### src/mrfp_pkg.sv
`default_nettype none

package mrfp_pkg;

   localparam int COUNT_WIDTH = 5;
   localparam int PAYLOAD_SIZE = 18;

   localparam logic [COUNT_WIDTH-1:0] PAYLOAD_FIRST = 5'd3;
   localparam logic [COUNT_WIDTH-1:0] PAYLOAD_END = 5'd21;

   localparam logic [15:0] CRC_INIT = 16'hFFFF;
   localparam logic [15:0] CRC_POLY = 16'hA001;

   typedef enum logic {
      OP_BYTE = 1'b0,
      OP_GAP = 1'b1
   } op_type;

   typedef enum logic [1:0] {
      STATUS_OK = 2'd0,
      STATUS_CRC_ERR = 2'd1,
      STATUS_SHORT = 2'd2
   } status_type;

   typedef struct packed {
      op_type operation;
      logic [7:0] data_byte;
   } req_type;

   typedef struct packed {
      status_type status;
      logic [15:0] voltage_raw;
      logic [31:0] current_raw;
      logic [31:0] power_raw;
      logic [31:0] energy_raw;
      logic [15:0] frequency_raw;
      logic [15:0] power_factor_raw;
   } rsp_type;

   // CRC-16/Modbus, reflected, one byte per call
   function automatic logic [15:0] crc_byte(input logic [15:0] crc, input logic [7:0] data);
      logic [15:0] c;
      c = crc ^ {8'h00, data};
      for (int i = 0; i < 8; i++) begin
         c = c[0] ? ((c >> 1) ^ CRC_POLY) : (c >> 1);
      end
      return c;
   endfunction

endpackage

`default_nettype wire

### src/mrfp_if.sv
`default_nettype none

interface mrfp_req_if;
   import mrfp_pkg::*;
   logic valid;
   logic ready;
   logic operation;
   logic [7:0] data_byte;
   modport source(output valid, output operation, output data_byte, input ready);
   modport sink(input valid, input operation, input data_byte, output ready);
endinterface

interface mrfp_rsp_if;
   import mrfp_pkg::*;
   logic valid;
   logic ready;
   logic [1:0] status;
   logic [15:0] voltage_raw;
   logic [31:0] current_raw;
   logic [31:0] power_raw;
   logic [31:0] energy_raw;
   logic [15:0] frequency_raw;
   logic [15:0] power_factor_raw;
   modport source(output valid, output status, output voltage_raw, output current_raw,
                  output power_raw, output energy_raw, output frequency_raw,
                  output power_factor_raw, input ready);
   modport sink(input valid, input status, input voltage_raw, input current_raw,
                input power_raw, input energy_raw, input frequency_raw,
                input power_factor_raw, output ready);
endinterface

`default_nettype wire

### src/mrfp_req_reg.sv
`default_nettype none

module mrfp_req_reg (
   input  wire logic             clock,
   input  wire logic             reset,
   mrfp_req_if.sink              req_ch,
   input  wire logic             advance,
   output logic                  stage_valid,
   output mrfp_pkg::req_type     stage_req
);
   import mrfp_pkg::*;

   logic    valid_ff;
   logic    valid_in;
   req_type req_ff;
   logic    accept;

   assign req_ch.ready = !valid_ff || advance;
   assign accept = req_ch.valid && req_ch.ready;

   always_comb begin
      if (accept) begin
         valid_in = 1'b1;
      end else if (advance) begin
         valid_in = 1'b0;
      end else begin
         valid_in = valid_ff;
      end
   end

   always_ff @(posedge clock) begin
      if (reset) begin
         valid_ff <= 1'b0;
      end else begin
         valid_ff <= valid_in;
      end
   end

   always_ff @(posedge clock) begin
      if (accept) begin
         req_ff.operation <= op_type'(req_ch.operation);
         req_ff.data_byte <= req_ch.data_byte;
      end
   end

   assign stage_valid = valid_ff;
   assign stage_req = req_ff;

endmodule

`default_nettype wire

### src/mrfp_parser.sv
`default_nettype none

module mrfp_parser #(
   parameter int FRAME_LENGTH = 25
) (
   input  wire logic             clock,
   input  wire logic             reset,
   input  wire logic             stage_valid,
   input  wire mrfp_pkg::req_type stage_req,
   output logic                  advance,
   mrfp_rsp_if.source            rsp_ch
);
   import mrfp_pkg::*;

   localparam logic [COUNT_WIDTH-1:0] CRC_LO_IDX = COUNT_WIDTH'(FRAME_LENGTH - 2);

   logic [COUNT_WIDTH-1:0] count_ff, count_in;
   logic [15:0]            crc_ff, crc_in;
   logic [7:0]             crc_lo_ff;
   logic [7:0]             store_ff [PAYLOAD_SIZE];
   logic                   rsp_valid_ff, rsp_valid_in;
   rsp_type                rsp_ff, rsp_in;

   logic fire;
   logic emit;
   logic shift;
   logic load_lo;

   assign advance = !rsp_valid_ff || rsp_ch.ready;
   assign fire = stage_valid && advance;

   always_comb begin
      count_in = count_ff;
      crc_in = crc_ff;
      emit = 1'b0;
      shift = 1'b0;
      load_lo = 1'b0;
      rsp_in = '0;
      if (fire) begin
         if (stage_req.operation == OP_GAP) begin
            if (count_ff != '0) begin
               emit = 1'b1;
               rsp_in.status = STATUS_SHORT;
               count_in = '0;
               crc_in = CRC_INIT;
            end
         end else if (count_ff < CRC_LO_IDX) begin
            crc_in = crc_byte(crc_ff, stage_req.data_byte);
            shift = (count_ff >= PAYLOAD_FIRST) && (count_ff < PAYLOAD_END);
            count_in = count_ff + 1'b1;
         end else if (count_ff == CRC_LO_IDX) begin
            load_lo = 1'b1;
            count_in = count_ff + 1'b1;
         end else begin
            // last byte carries the CRC high byte
            emit = 1'b1;
            count_in = '0;
            crc_in = CRC_INIT;
            if ({stage_req.data_byte, crc_lo_ff} == crc_ff) begin
               rsp_in.status = STATUS_OK;
               rsp_in.voltage_raw = {store_ff[0], store_ff[1]};
               rsp_in.current_raw = {store_ff[4], store_ff[5], store_ff[2], store_ff[3]};
               rsp_in.power_raw = {store_ff[8], store_ff[9], store_ff[6], store_ff[7]};
               rsp_in.energy_raw = {store_ff[12], store_ff[13], store_ff[10], store_ff[11]};
               rsp_in.frequency_raw = {store_ff[14], store_ff[15]};
               rsp_in.power_factor_raw = {store_ff[16], store_ff[17]};
            end else begin
               rsp_in.status = STATUS_CRC_ERR;
            end
         end
      end
   end

   always_comb begin
      if (fire && emit) begin
         rsp_valid_in = 1'b1;
      end else if (rsp_ch.ready) begin
         rsp_valid_in = 1'b0;
      end else begin
         rsp_valid_in = rsp_valid_ff;
      end
   end

   always_ff @(posedge clock) begin
      if (reset) begin
         count_ff <= '0;
         crc_ff <= CRC_INIT;
         rsp_valid_ff <= 1'b0;
      end else begin
         count_ff <= count_in;
         crc_ff <= crc_in;
         rsp_valid_ff <= rsp_valid_in;
      end
   end

   // payload bytes shift in; after a full frame entry k holds frame byte k+3
   always_ff @(posedge clock) begin
      if (shift) begin
         for (int i = 0; i < PAYLOAD_SIZE - 1; i++) begin
            store_ff[i] <= store_ff[i+1];
         end
         store_ff[PAYLOAD_SIZE-1] <= stage_req.data_byte;
      end
      if (load_lo) begin
         crc_lo_ff <= stage_req.data_byte;
      end
      if (fire && emit) begin
         rsp_ff <= rsp_in;
      end
   end

   assign rsp_ch.valid = rsp_valid_ff;
   assign rsp_ch.status = rsp_ff.status;
   assign rsp_ch.voltage_raw = rsp_ff.voltage_raw;
   assign rsp_ch.current_raw = rsp_ff.current_raw;
   assign rsp_ch.power_raw = rsp_ff.power_raw;
   assign rsp_ch.energy_raw = rsp_ff.energy_raw;
   assign rsp_ch.frequency_raw = rsp_ff.frequency_raw;
   assign rsp_ch.power_factor_raw = rsp_ff.power_factor_raw;

endmodule

`default_nettype wire

### src/meter_response_frame_parser.sv
// A result is valid once the request that ends the frame has passed the input
// register, then the frame state and result register.
// Throughput: one request per cycle unless the result side stalls; the
// per-byte CRC update and payload shift are done between the two registers.
// Reset (synchronous, active high) clears valid bits, byte count and CRC to
// 0xFFFF; payload bytes and the CRC low byte are loaded before use.
`default_nettype none

module meter_response_frame_parser #(
   parameter int FRAME_LENGTH = 25
) (
   input  wire logic  clock,
   input  wire logic  reset,
   mrfp_req_if.sink   req_ch,
   mrfp_rsp_if.source rsp_ch
);
   import mrfp_pkg::*;

   logic    stage_valid;
   req_type stage_req;
   logic    advance;

   mrfp_req_reg u_req_reg (
      .clock       (clock),
      .reset       (reset),
      .req_ch      (req_ch),
      .advance     (advance),
      .stage_valid (stage_valid),
      .stage_req   (stage_req)
   );

   mrfp_parser #(
      .FRAME_LENGTH (FRAME_LENGTH)
   ) u_parser (
      .clock       (clock),
      .reset       (reset),
      .stage_valid (stage_valid),
      .stage_req   (stage_req),
      .advance     (advance),
      .rsp_ch      (rsp_ch)
   );

endmodule

`default_nettype wire

### src/flat_wrapper.sv
// flat-port wrapper written by rule: the top's interface ports become plain ports
module meter_response_frame_parser_flat import mrfp_pkg::*;
#(
   parameter int FRAME_LENGTH = 25
)
  (clock, reset, req_ch_valid, req_ch_operation, req_ch_data_byte, req_ch_ready, rsp_ch_valid, rsp_ch_status, rsp_ch_voltage_raw, rsp_ch_current_raw, rsp_ch_power_raw, rsp_ch_energy_raw, rsp_ch_frequency_raw, rsp_ch_power_factor_raw, rsp_ch_ready);
  mrfp_req_if req_ch_i ();
  mrfp_rsp_if rsp_ch_i ();
  input  wire logic clock;
  input  wire logic reset;
  input wire logic [$bits(req_ch_i.valid)-1:0] req_ch_valid;
  input wire logic [$bits(req_ch_i.operation)-1:0] req_ch_operation;
  input wire logic [$bits(req_ch_i.data_byte)-1:0] req_ch_data_byte;
  output wire logic [$bits(req_ch_i.ready)-1:0] req_ch_ready;
  output wire logic [$bits(rsp_ch_i.valid)-1:0] rsp_ch_valid;
  output wire logic [$bits(rsp_ch_i.status)-1:0] rsp_ch_status;
  output wire logic [$bits(rsp_ch_i.voltage_raw)-1:0] rsp_ch_voltage_raw;
  output wire logic [$bits(rsp_ch_i.current_raw)-1:0] rsp_ch_current_raw;
  output wire logic [$bits(rsp_ch_i.power_raw)-1:0] rsp_ch_power_raw;
  output wire logic [$bits(rsp_ch_i.energy_raw)-1:0] rsp_ch_energy_raw;
  output wire logic [$bits(rsp_ch_i.frequency_raw)-1:0] rsp_ch_frequency_raw;
  output wire logic [$bits(rsp_ch_i.power_factor_raw)-1:0] rsp_ch_power_factor_raw;
  input wire logic [$bits(rsp_ch_i.ready)-1:0] rsp_ch_ready;
  assign req_ch_i.valid = req_ch_valid;
  assign req_ch_i.operation = req_ch_operation;
  assign req_ch_i.data_byte = req_ch_data_byte;
  assign req_ch_ready = req_ch_i.ready;
  assign rsp_ch_valid = rsp_ch_i.valid;
  assign rsp_ch_status = rsp_ch_i.status;
  assign rsp_ch_voltage_raw = rsp_ch_i.voltage_raw;
  assign rsp_ch_current_raw = rsp_ch_i.current_raw;
  assign rsp_ch_power_raw = rsp_ch_i.power_raw;
  assign rsp_ch_energy_raw = rsp_ch_i.energy_raw;
  assign rsp_ch_frequency_raw = rsp_ch_i.frequency_raw;
  assign rsp_ch_power_factor_raw = rsp_ch_i.power_factor_raw;
  assign rsp_ch_i.ready = rsp_ch_ready;
  meter_response_frame_parser #(.FRAME_LENGTH(FRAME_LENGTH)) u_core (.clock(clock), .reset(reset), .req_ch(req_ch_i), .rsp_ch(rsp_ch_i));
endmodule
### config.mk
export PLATFORM = sky130hd
export DESIGN_NAME = meter_response_frame_parser_flat
export DESIGN_NICKNAME = d
export VERILOG_FILES = /design/src/mrfp_pkg.sv /design/src/mrfp_if.sv /design/src/mrfp_req_reg.sv /design/src/mrfp_parser.sv /design/src/meter_response_frame_parser.sv /design/src/flat_wrapper.sv
export SDC_FILE = /design/constraint.sdc
export NUM_CORES = 1
export LEC_CHECK = 0
export ABC_AREA = 1
export BUFFER_PORTS_ARGS = -buffer_cell sky130_fd_sc_hd__buf_2
export CAP_MARGIN = 20
export CORE_MARGIN = 2
export CORE_UTILIZATION = 40
export DETAILED_ROUTE_END_ITERATION = 12
export GPL_ROUTABILITY_DRIVEN = 0
export PLACE_DENSITY = 0.6
export SYNTH_ARGS = -nofsm -noshare
export SYNTH_HDL_FRONTEND = slang
export SYNTH_HIERARCHICAL = 1
export SYNTH_SLANG_ARGS = --single-unit
### constraint.sdc
create_clock -name clock -period 17.2 [get_ports clock]
set_input_delay 0 -clock clock [delete_from_list [all_inputs] [get_ports clock]]
set_output_delay 0 -clock clock [all_outputs]
set_load 0.005 [all_outputs]
==> results of run 1 <==
-- cells by family after synthesis --
| kind of cell | after synthesis |
|---|---|
| compound gates | 46 |
| xor+xnor | 18 |
| fa+ha+maj | 2 |
| buf+inv | 206 |
| flops | 330 |
| simple gates | 269 |
-- power groups by stage --
stage	registers, mW	logic, mW	clock network, mW
final	0.881	0.0356	0.725
after global routing	0.881	0.0407	0.781
after CTS	0.881	0.0358	0.752
after detailed placement	0.898	0.0334	0
after global placement	0.898	0.0329	0
after floorplan	0.896	0.0214	0
-- per-layer routing --
layer  part of all wire (%)  GRT usage, %  vias to the layer above
met1                     45         18.71                     3126
li1                       -             -                     3253
met4                    1.7         3.871                        0
met5                      0             0                        -
met3                    7.6         3.487                       33
met2                     46         20.68                      201
-- path summary, 6_finish.rpt --
kind                            cells after the start                           start                              end
worst max register to register                      9     u_core/u_parser/count_ff[2]  u_core/u_parser/store_ff[11][4]
worst max-delay path                                9     u_core/u_parser/count_ff[2]  u_core/u_parser/store_ff[11][4]
worst min-delay path                                2             req_ch_data_byte[6]    u_core/u_req_reg/stage_req[6]
worst min register to register                      0  u_core/u_parser/store_ff[9][1]   u_core/u_parser/store_ff[8][1]
-- cell type report --
type | count | area [sq um]
well taps | 396 | 495.5
repair buffers | 180 | 1003
fillers | 2670 | 15690
clock buffers | 42 | 944.7
clock inverters | 23 | 175.2
inverters | 187 | 706.9
multi-input cells | 335 | 1979
flip-flops and latches | 330 | 9679
-- state kept, by name (all words and copies together), names as in the netlist --
signal / cells
u_core/u_req_reg/stage_req: 9
u_core/u_parser/rsp_ch.voltage_raw: 16
u_core/u_parser/rsp_ch.current_raw: 32
u_core/u_parser/rsp_ch.valid: 1
u_core/u_parser/rsp_ch.status: 2
u_core/u_parser/rsp_ch.energy_raw: 32
u_core/u_req_reg/stage_valid: 1
u_core/u_parser/rsp_ch.power_factor_raw: 16
u_core/u_parser/count_ff: 5
u_core/u_parser/rsp_ch.power_raw: 32
u_core/u_parser/store_ff: 144
u_core/u_parser/crc_lo_ff: 8
u_core/u_parser/rsp_ch.frequency_raw: 16
u_core/u_parser/crc_ff: 16
-- worst max-delay path: cells and delay by family (launching register included) --
family | cells | cell delay (ns)
buffers and inverters | 3 | 1.64
flip-flops | 1 | 0.36
AND/OR/NAND/NOR | 6 | 0.79
-- cells in the final DEF (no fill, tap or decap), types with 2 or more instances in the layout --
cell type	synthesis	routed
edfxtp_1	307	307
inv_1	185	184
buf_2	1	160
nor2_1	100	100
nand2_1	78	78
nor2_4	60	60
clkbuf_16	0	37
dfxtp_1	23	23
o21ai_0	22	22
nand3_1	17	17
dlygate4sd3_1	0	13
xor2_1	13	13
clkinv_1	0	9
a21oi_1	9	9
o211ai_1	8	8
clkinv_2	0	6
buf_4	0	6
clkbuf_1	2	5
xnor2_1	5	5
inv_6	0	3
clkinv_4	0	3
nor4_1	3	3
nor3_1	4	3
bufinv_16	0	2
inv_2	2	2
nand4_1	2	2
o22ai_1	2	2
a211oi_1	2	2
ha_1	2	2
-- stage by stage --
stage          worst slack (ns)  total power, mW  util (%)  area [sq um]
2_1_floorplan             5.674           0.9178         -         12520
3_3_place_gp              13.91           0.9306     44.69         13710
3_5_place_dp              13.84           0.9311     44.69         13710
4_1_cts                   13.84            1.669     48.77         14960
5_1_grt                   13.53            1.703     48.86         14980
6_report                  13.94            1.641     48.86         14980
-- what timing repair did --
item | CTS | global route
resized for setup | 0 | 0
endpoints found under the hold margin | 16 | 0
hold buffers | 13 | 0
==> reports/qor.txt, run 1 <==
status: finished clean
Top FF cell, synth: edfxtp_1
clock power share: 44.2%
peak supply drop: 0.06798 mV
Syn Inst Count: 871
post-synthesis simple-gate area fraction: 12.08%
ranking of synthesized cells by area: edfxtp_1, inv_1, nor2_4
switching fraction of total power: 19.95%
n_diodes: 0
crit path kind: reg2reg
ys async rst share: 0%
largest family of logic cells by synthesized area: simple AND/OR/NAND/NOR gates
clk buf depth: 3
Die Wd: 180.9 um
H-tree depth: 2
register area share after synthesis: 77.31%
Cell Area, Synth: 0.01252 sq mm
Final HPWL DP: 13.28 mm
setup violators final: 0
worst relative slew slack: 31.00%
max incr delay on CP: 0.83 ns
combinational group share of total power: 2.2%
Static Leak: 5.467 nW
Yosys reg bits: 330
post-synthesis xor/xnor area fraction: 1.259%
synthesis warning total: 6
setup bufs post-CTS: 0
Yosys top cell by area: edfxtp_1
Critical Path End Type: flip-flop
top cell types by occurrence after synthesis: edfxtp_1, inv_1, nor2_1, nand2_1, nor2_4
complex-gate fraction of the synthesized area: 2.119%
synthesized area per cell: 14.38 sq um
WL final: 21.86 mm
Core ar.: 0.03067 sq mm
Critical Path RT: 17.32 ns
largest net degree at the start of global routing: 85
count leader, synth: edfxtp_1
critical path arrival: 3.38 ns
worst slew pin tran: 1.035 ns
final hold slack: 0.1982 ns
max cap viols: 0
Setup TNS Final: 0 ns
period utilisation layout: 18.95%
Via density: 4.429
io pins: 161
PortBufs: 160
CP Launch Type: flip-flop
initial antenna violation count: 0
Worst-path clk slew: 0.06 ns
Max stage delay cell, worst path: buf_4
Post-synth EDFFs: 307
Final Hold Vio Count: 0
worst min path class: in2reg
CTS Buf Count: 36
Starting DRT DRC Count: 488
gr usage total: 13.38%
Power Density: 109.5 mW/mm^2
number of global-route vias before repair: 6514
crit-path cells: nand2_1, inv_1, nand2_1, nand2_1, nand2_1, nand2_1, nor3_2, buf_4, buf_4
root buffer cell: clkbuf_16
total number of vias: 6613
global route total overflow: 0
Avg WL per Cell: 14.64 um
Synth Area in Adders: 0.1999%
P_sw: 0.3275 mW
fin crit period: 3.259 ns
worst skew pair latency: 0.51 ns
syn nets: 886
Seq pwr share: 53.7%
nets@finish: 1085
setup slack, reg-to-reg: 13.94 ns
Post-Place Cells: 1414
synthesis-to-layout area growth: 19.68%
layout cells sized above 1: 26.16%
Pint: 1.314 mW
post-synthesis mux area share: 0%
Die Height: 180.9 um
CTS Sinks: 330
RSZ-0062 raised after global routing: no
Fmax: 306.9 MHz
router iterations before antenna repair: 6
Final ANT Viol Nets: 0
CTS tree: built
drt drc: 0
die area: 0.03273 sq mm
fin. max-slew vios: 0
Yosys top cell area share: 73.63%
clk_skew: 0.01351 ns
Non-Filler Instances: 1493
Initial Utilization: 40.82%
largest fanout on the critical path: 76
most frequent CP cell: nand2_1
Yosys cell types: 32
cell row count: 64
first-pass GRT wire length: 34.78 mm
Note: power is estimated with default switching activity, not from simulation.
==> run 2: changes to the inputs <==
--- a/config.mk
+++ b/config.mk
@@ -5,7 +5,7 @@
 export SDC_FILE = /design/constraint.sdc
 export NUM_CORES = 1
 export LEC_CHECK = 0
-export ABC_AREA = 1
+export ABC_AREA = 0
 export BUFFER_PORTS_ARGS = -buffer_cell sky130_fd_sc_hd__buf_2
 export CAP_MARGIN = 20
 export CORE_MARGIN = 2
==> constraint.sdc (replaced) <==
create_clock -name clock -period 3.2 [get_ports clock]
set_input_delay 0 -clock clock [delete_from_list [all_inputs] [get_ports clock]]
set_output_delay 0 -clock clock [all_outputs]
set_load 0.005 [all_outputs]
==> reports/qor.txt, run 2 <==
max cap viols: 0 (unchanged)
setup bufs post-CTS: 0 (unchanged)
Via density: 4.551 (+2.7%)
Die Height: 174.9 um (-3.3%)
largest net degree at the start of global routing: 83 (-2.4%)
Top FF cell, synth: edfxtp_1
Initial Utilization: 40.71% (-0.11 points)
CTS tree: built
global route total overflow: 0 (unchanged)
Max stage delay cell, worst path: buf_4
fin crit period: 2.510 ns (-0.7490 ns)
final non-filler cell area: 0.01434 sq mm (-4.3%)
peak supply drop: 0.4128 mV (+510%)
first-pass GRT wire length: 31.05 mm (-11%)
max incr delay on CP: 0.76 ns (-0.07 ns)
register area share after synthesis: 82.83% (+5.5 points)
layout cells sized above 1: 27.69% (+1.5 points)
drt drc: 0 (unchanged)
H-tree depth: 2 (unchanged)
critical path's top delay family: buffers and inverters
top cell types by occurrence after synthesis: edfxtp_1, and2_1, dfxtp_1, xor2_1, nand2b_1
Final Hold Vio Count: 0 (unchanged)
WL final: 20.10 mm (-8.1%)
Critical Path RT: 3.32 ns (-14.00 ns)
synthesis warning total: 6 (unchanged)
worst skew pair latency: 0.51 ns (about the same)
CTS Sinks: 330 (unchanged)
Final ANT Viol Nets: 0 (unchanged)
synthesis-to-layout area growth: 22.68%
Static Leak: 4.496 nW (-18%)
worst min path class: in2reg
Avg WL per Cell: 16.21 um (+11%)
Syn Inst Count: 633 (-27%)
period utilisation layout: 78.43% (+59 points)
n_diodes: 0 (unchanged)
io pins: 161 (unchanged)
gr usage total: 13.00% (-0.38 points)
Non-Filler Instances: 1240 (-17%)
Filler Cell Count: 2423 (-9.3%)
clk_skew: 0.01828 ns (+0.004776 ns)
largest fanout on the critical path: 81 (+6.6%)
root buffer cell: clkbuf_16
Setup TNS Final: 0 ns (unchanged)
Power Density: 629.4 mW/mm^2 (+470%)
Area after DPL: 0.01304 sq mm (-4.9%)
Die Wd: 174.9 um (-3.3%)
cell row count: 62 (-3.1%)
Starting DRT DRC Count: 440 (-9.8%)
Worst-path clk slew: 0.06 ns (about the same)
RSZ-0062 raised after global routing: no
total number of vias: 5643 (-15%)
fin. max-slew vios: 0 (unchanged)
syn nets: 648 (-27%)
Cell Area, Synth: 0.01169 sq mm (-6.7%)
Post-Place Cells: 1162 (-18%)
status: finished clean
ranking of synthesized cells by area: edfxtp_1, and2_1, dfxtp_1
critical path arrival: 2.63 ns (-0.75 ns)
initial antenna violation count: 0 (unchanged)
router iterations before antenna repair: 5 (-1)
crit-path cells: ha_4, and4b_1, o21ai_2, nand2b_1, a21o_1, clkinvlp_4, buf_4
most frequent cells in the layout: edfxtp_1, buf_2, and2_1, clkbuf_16, xor2_1
Core ar.: 0.02870 sq mm (-6.4%)
crit path kind: reg2reg
Fmax: 398.5 MHz (+30%)
Yosys top cell area share: 78.89% (+5.3 points)
die area: 0.03060 sq mm (-6.5%)
number of global-route vias before repair: 5578 (-14%)
worst relative slew slack: 32.06% (+1.1 points)
Post-synth EDFFs: 307 (unchanged)
PortBufs: 160 (unchanged)
Largest Register: u_core/u_parser/store_ff
setup violators final: 0 (unchanged)
nets@finish: 844 (-22%)
CP Buf/Inv Count: 2 (-1)
worst slew pin tran: 1.019 ns (-0.01591 ns)
count leader, synth: edfxtp_1
Yosys top cell by area: edfxtp_1
most common library cell in the layout ignoring fill and taps: edfxtp_1
Final HPWL DP: 11.96 mm (-9.9%)
ys async rst share: 0% (unchanged)
CTS Buf Count: 36 (unchanged)
number of flip-flops in the largest register: 144 (unchanged)
Critical Path End Type: flip-flop
CP Launch Type: flip-flop
synthesized area per cell: 18.46 sq um (+28%)
clk buf depth: 3 (unchanged)
Yosys cell types: 45 (+41%)
Yosys reg bits: 330 (unchanged)
==> run 2: cell types whose count changed after synthesis, sizes merged, moves of 7 or more <==
cell | before | now
nor2 | 161 | 9
nand2 | 80 | 2
inv | 187 | 8
and2 | 0 | 145
o22ai | 2 | 12
xor2 | 13 | 23
o211ai | 8 | 0
buf | 16 | 9
clkbuf | 3 | 13
xnor2 | 5 | 13
nand3 | 17 | 1
o21ai | 23 | 5
nand2b | 0 | 20
==> run 2: where the power goes <==
group	leakage (nW)	internal (mW)	switching [mW]
combinational	1.26	0.138	0.114
sequential	2.67	4.70	0.0436
clock	0.564	2.42	1.60
==> run 2: final timing paths <==
kind              slack [ns]                             from  cells after the start                                    end
setup / recovery        0.69      u_core/u_parser/count_ff[1]                      7  u_core/u_parser/rsp_ch.current_raw[6]
hold reg to reg         0.43  u_core/u_parser/store_ff[13][1]                      0        u_core/u_parser/store_ff[12][1]
hold / removal          0.20              req_ch_data_byte[4]                      2          u_core/u_req_reg/stage_req[4]
setup reg to reg        0.69      u_core/u_parser/count_ff[1]                      7  u_core/u_parser/rsp_ch.current_raw[6]
==> run 2: cells by family (layout without fill, tap and decap cells) <==
group | count (synthesis) | count (layout) | synth area share, %
compound gates | 34 | 34 | 1.831
xor+xnor | 39 | 39 | 3.437
fa+ha+maj | 2 | 2 | 0.2141
flops | 330 | 330 | 82.83
buf+inv | 30 | 253 | 1.081
simple gates | 198 | 198 | 10.61
==> run 2: through the flow <==
| step | power [mW] | util, % | setup WS [ns] | hold WS (ns) |
|---|---|---|---|---|
| 2_1_floorplan | 5.006 | - | -1.666 | 0.06244 |
| 3_3_place_gp | 5.078 | 45.43 | 0.6671 | 0.1766 |
| 3_5_place_dp | 5.079 | 45.43 | 0.6566 | 0.1781 |
| 4_1_cts | 9.158 | 49.95 | 0.6588 | 0.1760 |
| 5_1_grt | 9.332 | 49.95 | 0.5094 | 0.1984 |
| 6_report | 9.023 | 49.95 | 0.6904 | 0.1958 |
==> run 2: layout make-up <==
| class | instances | area [sq um] | area share [%] |
|---|---|---|---|
| Tap cell | 384 | 480.5 | 3.351 |
| Timing Repair Buffer | 180 | 1021 | 7.122 |
| Multi-Input combinational cell | 273 | 1947 | 13.58 |
| Clock inverter | 16 | 177.7 | 1.239 |
| Clock buffer | 49 | 989.7 | 6.903 |
| Inverter | 8 | 33.78 | 0.2356 |
| Sequential cell | 330 | 9687 | 67.57 |
==> run 2: layer usage <==
layer	wire [um]	part of all wire (%)	global-route usage, %
met5	0	0	0
met3	1202	6.0	3.198
met2	9261	46	20.34
met1	9181	46	17.84
met4	453	2.3	4.583
==> run 2: what timing repair did <==
action / 4_1_cts / 5_1_grt
endpoints found under the hold margin: 30 / 0
hold buffers: 13 / 0
resized for setup: 0 / 0
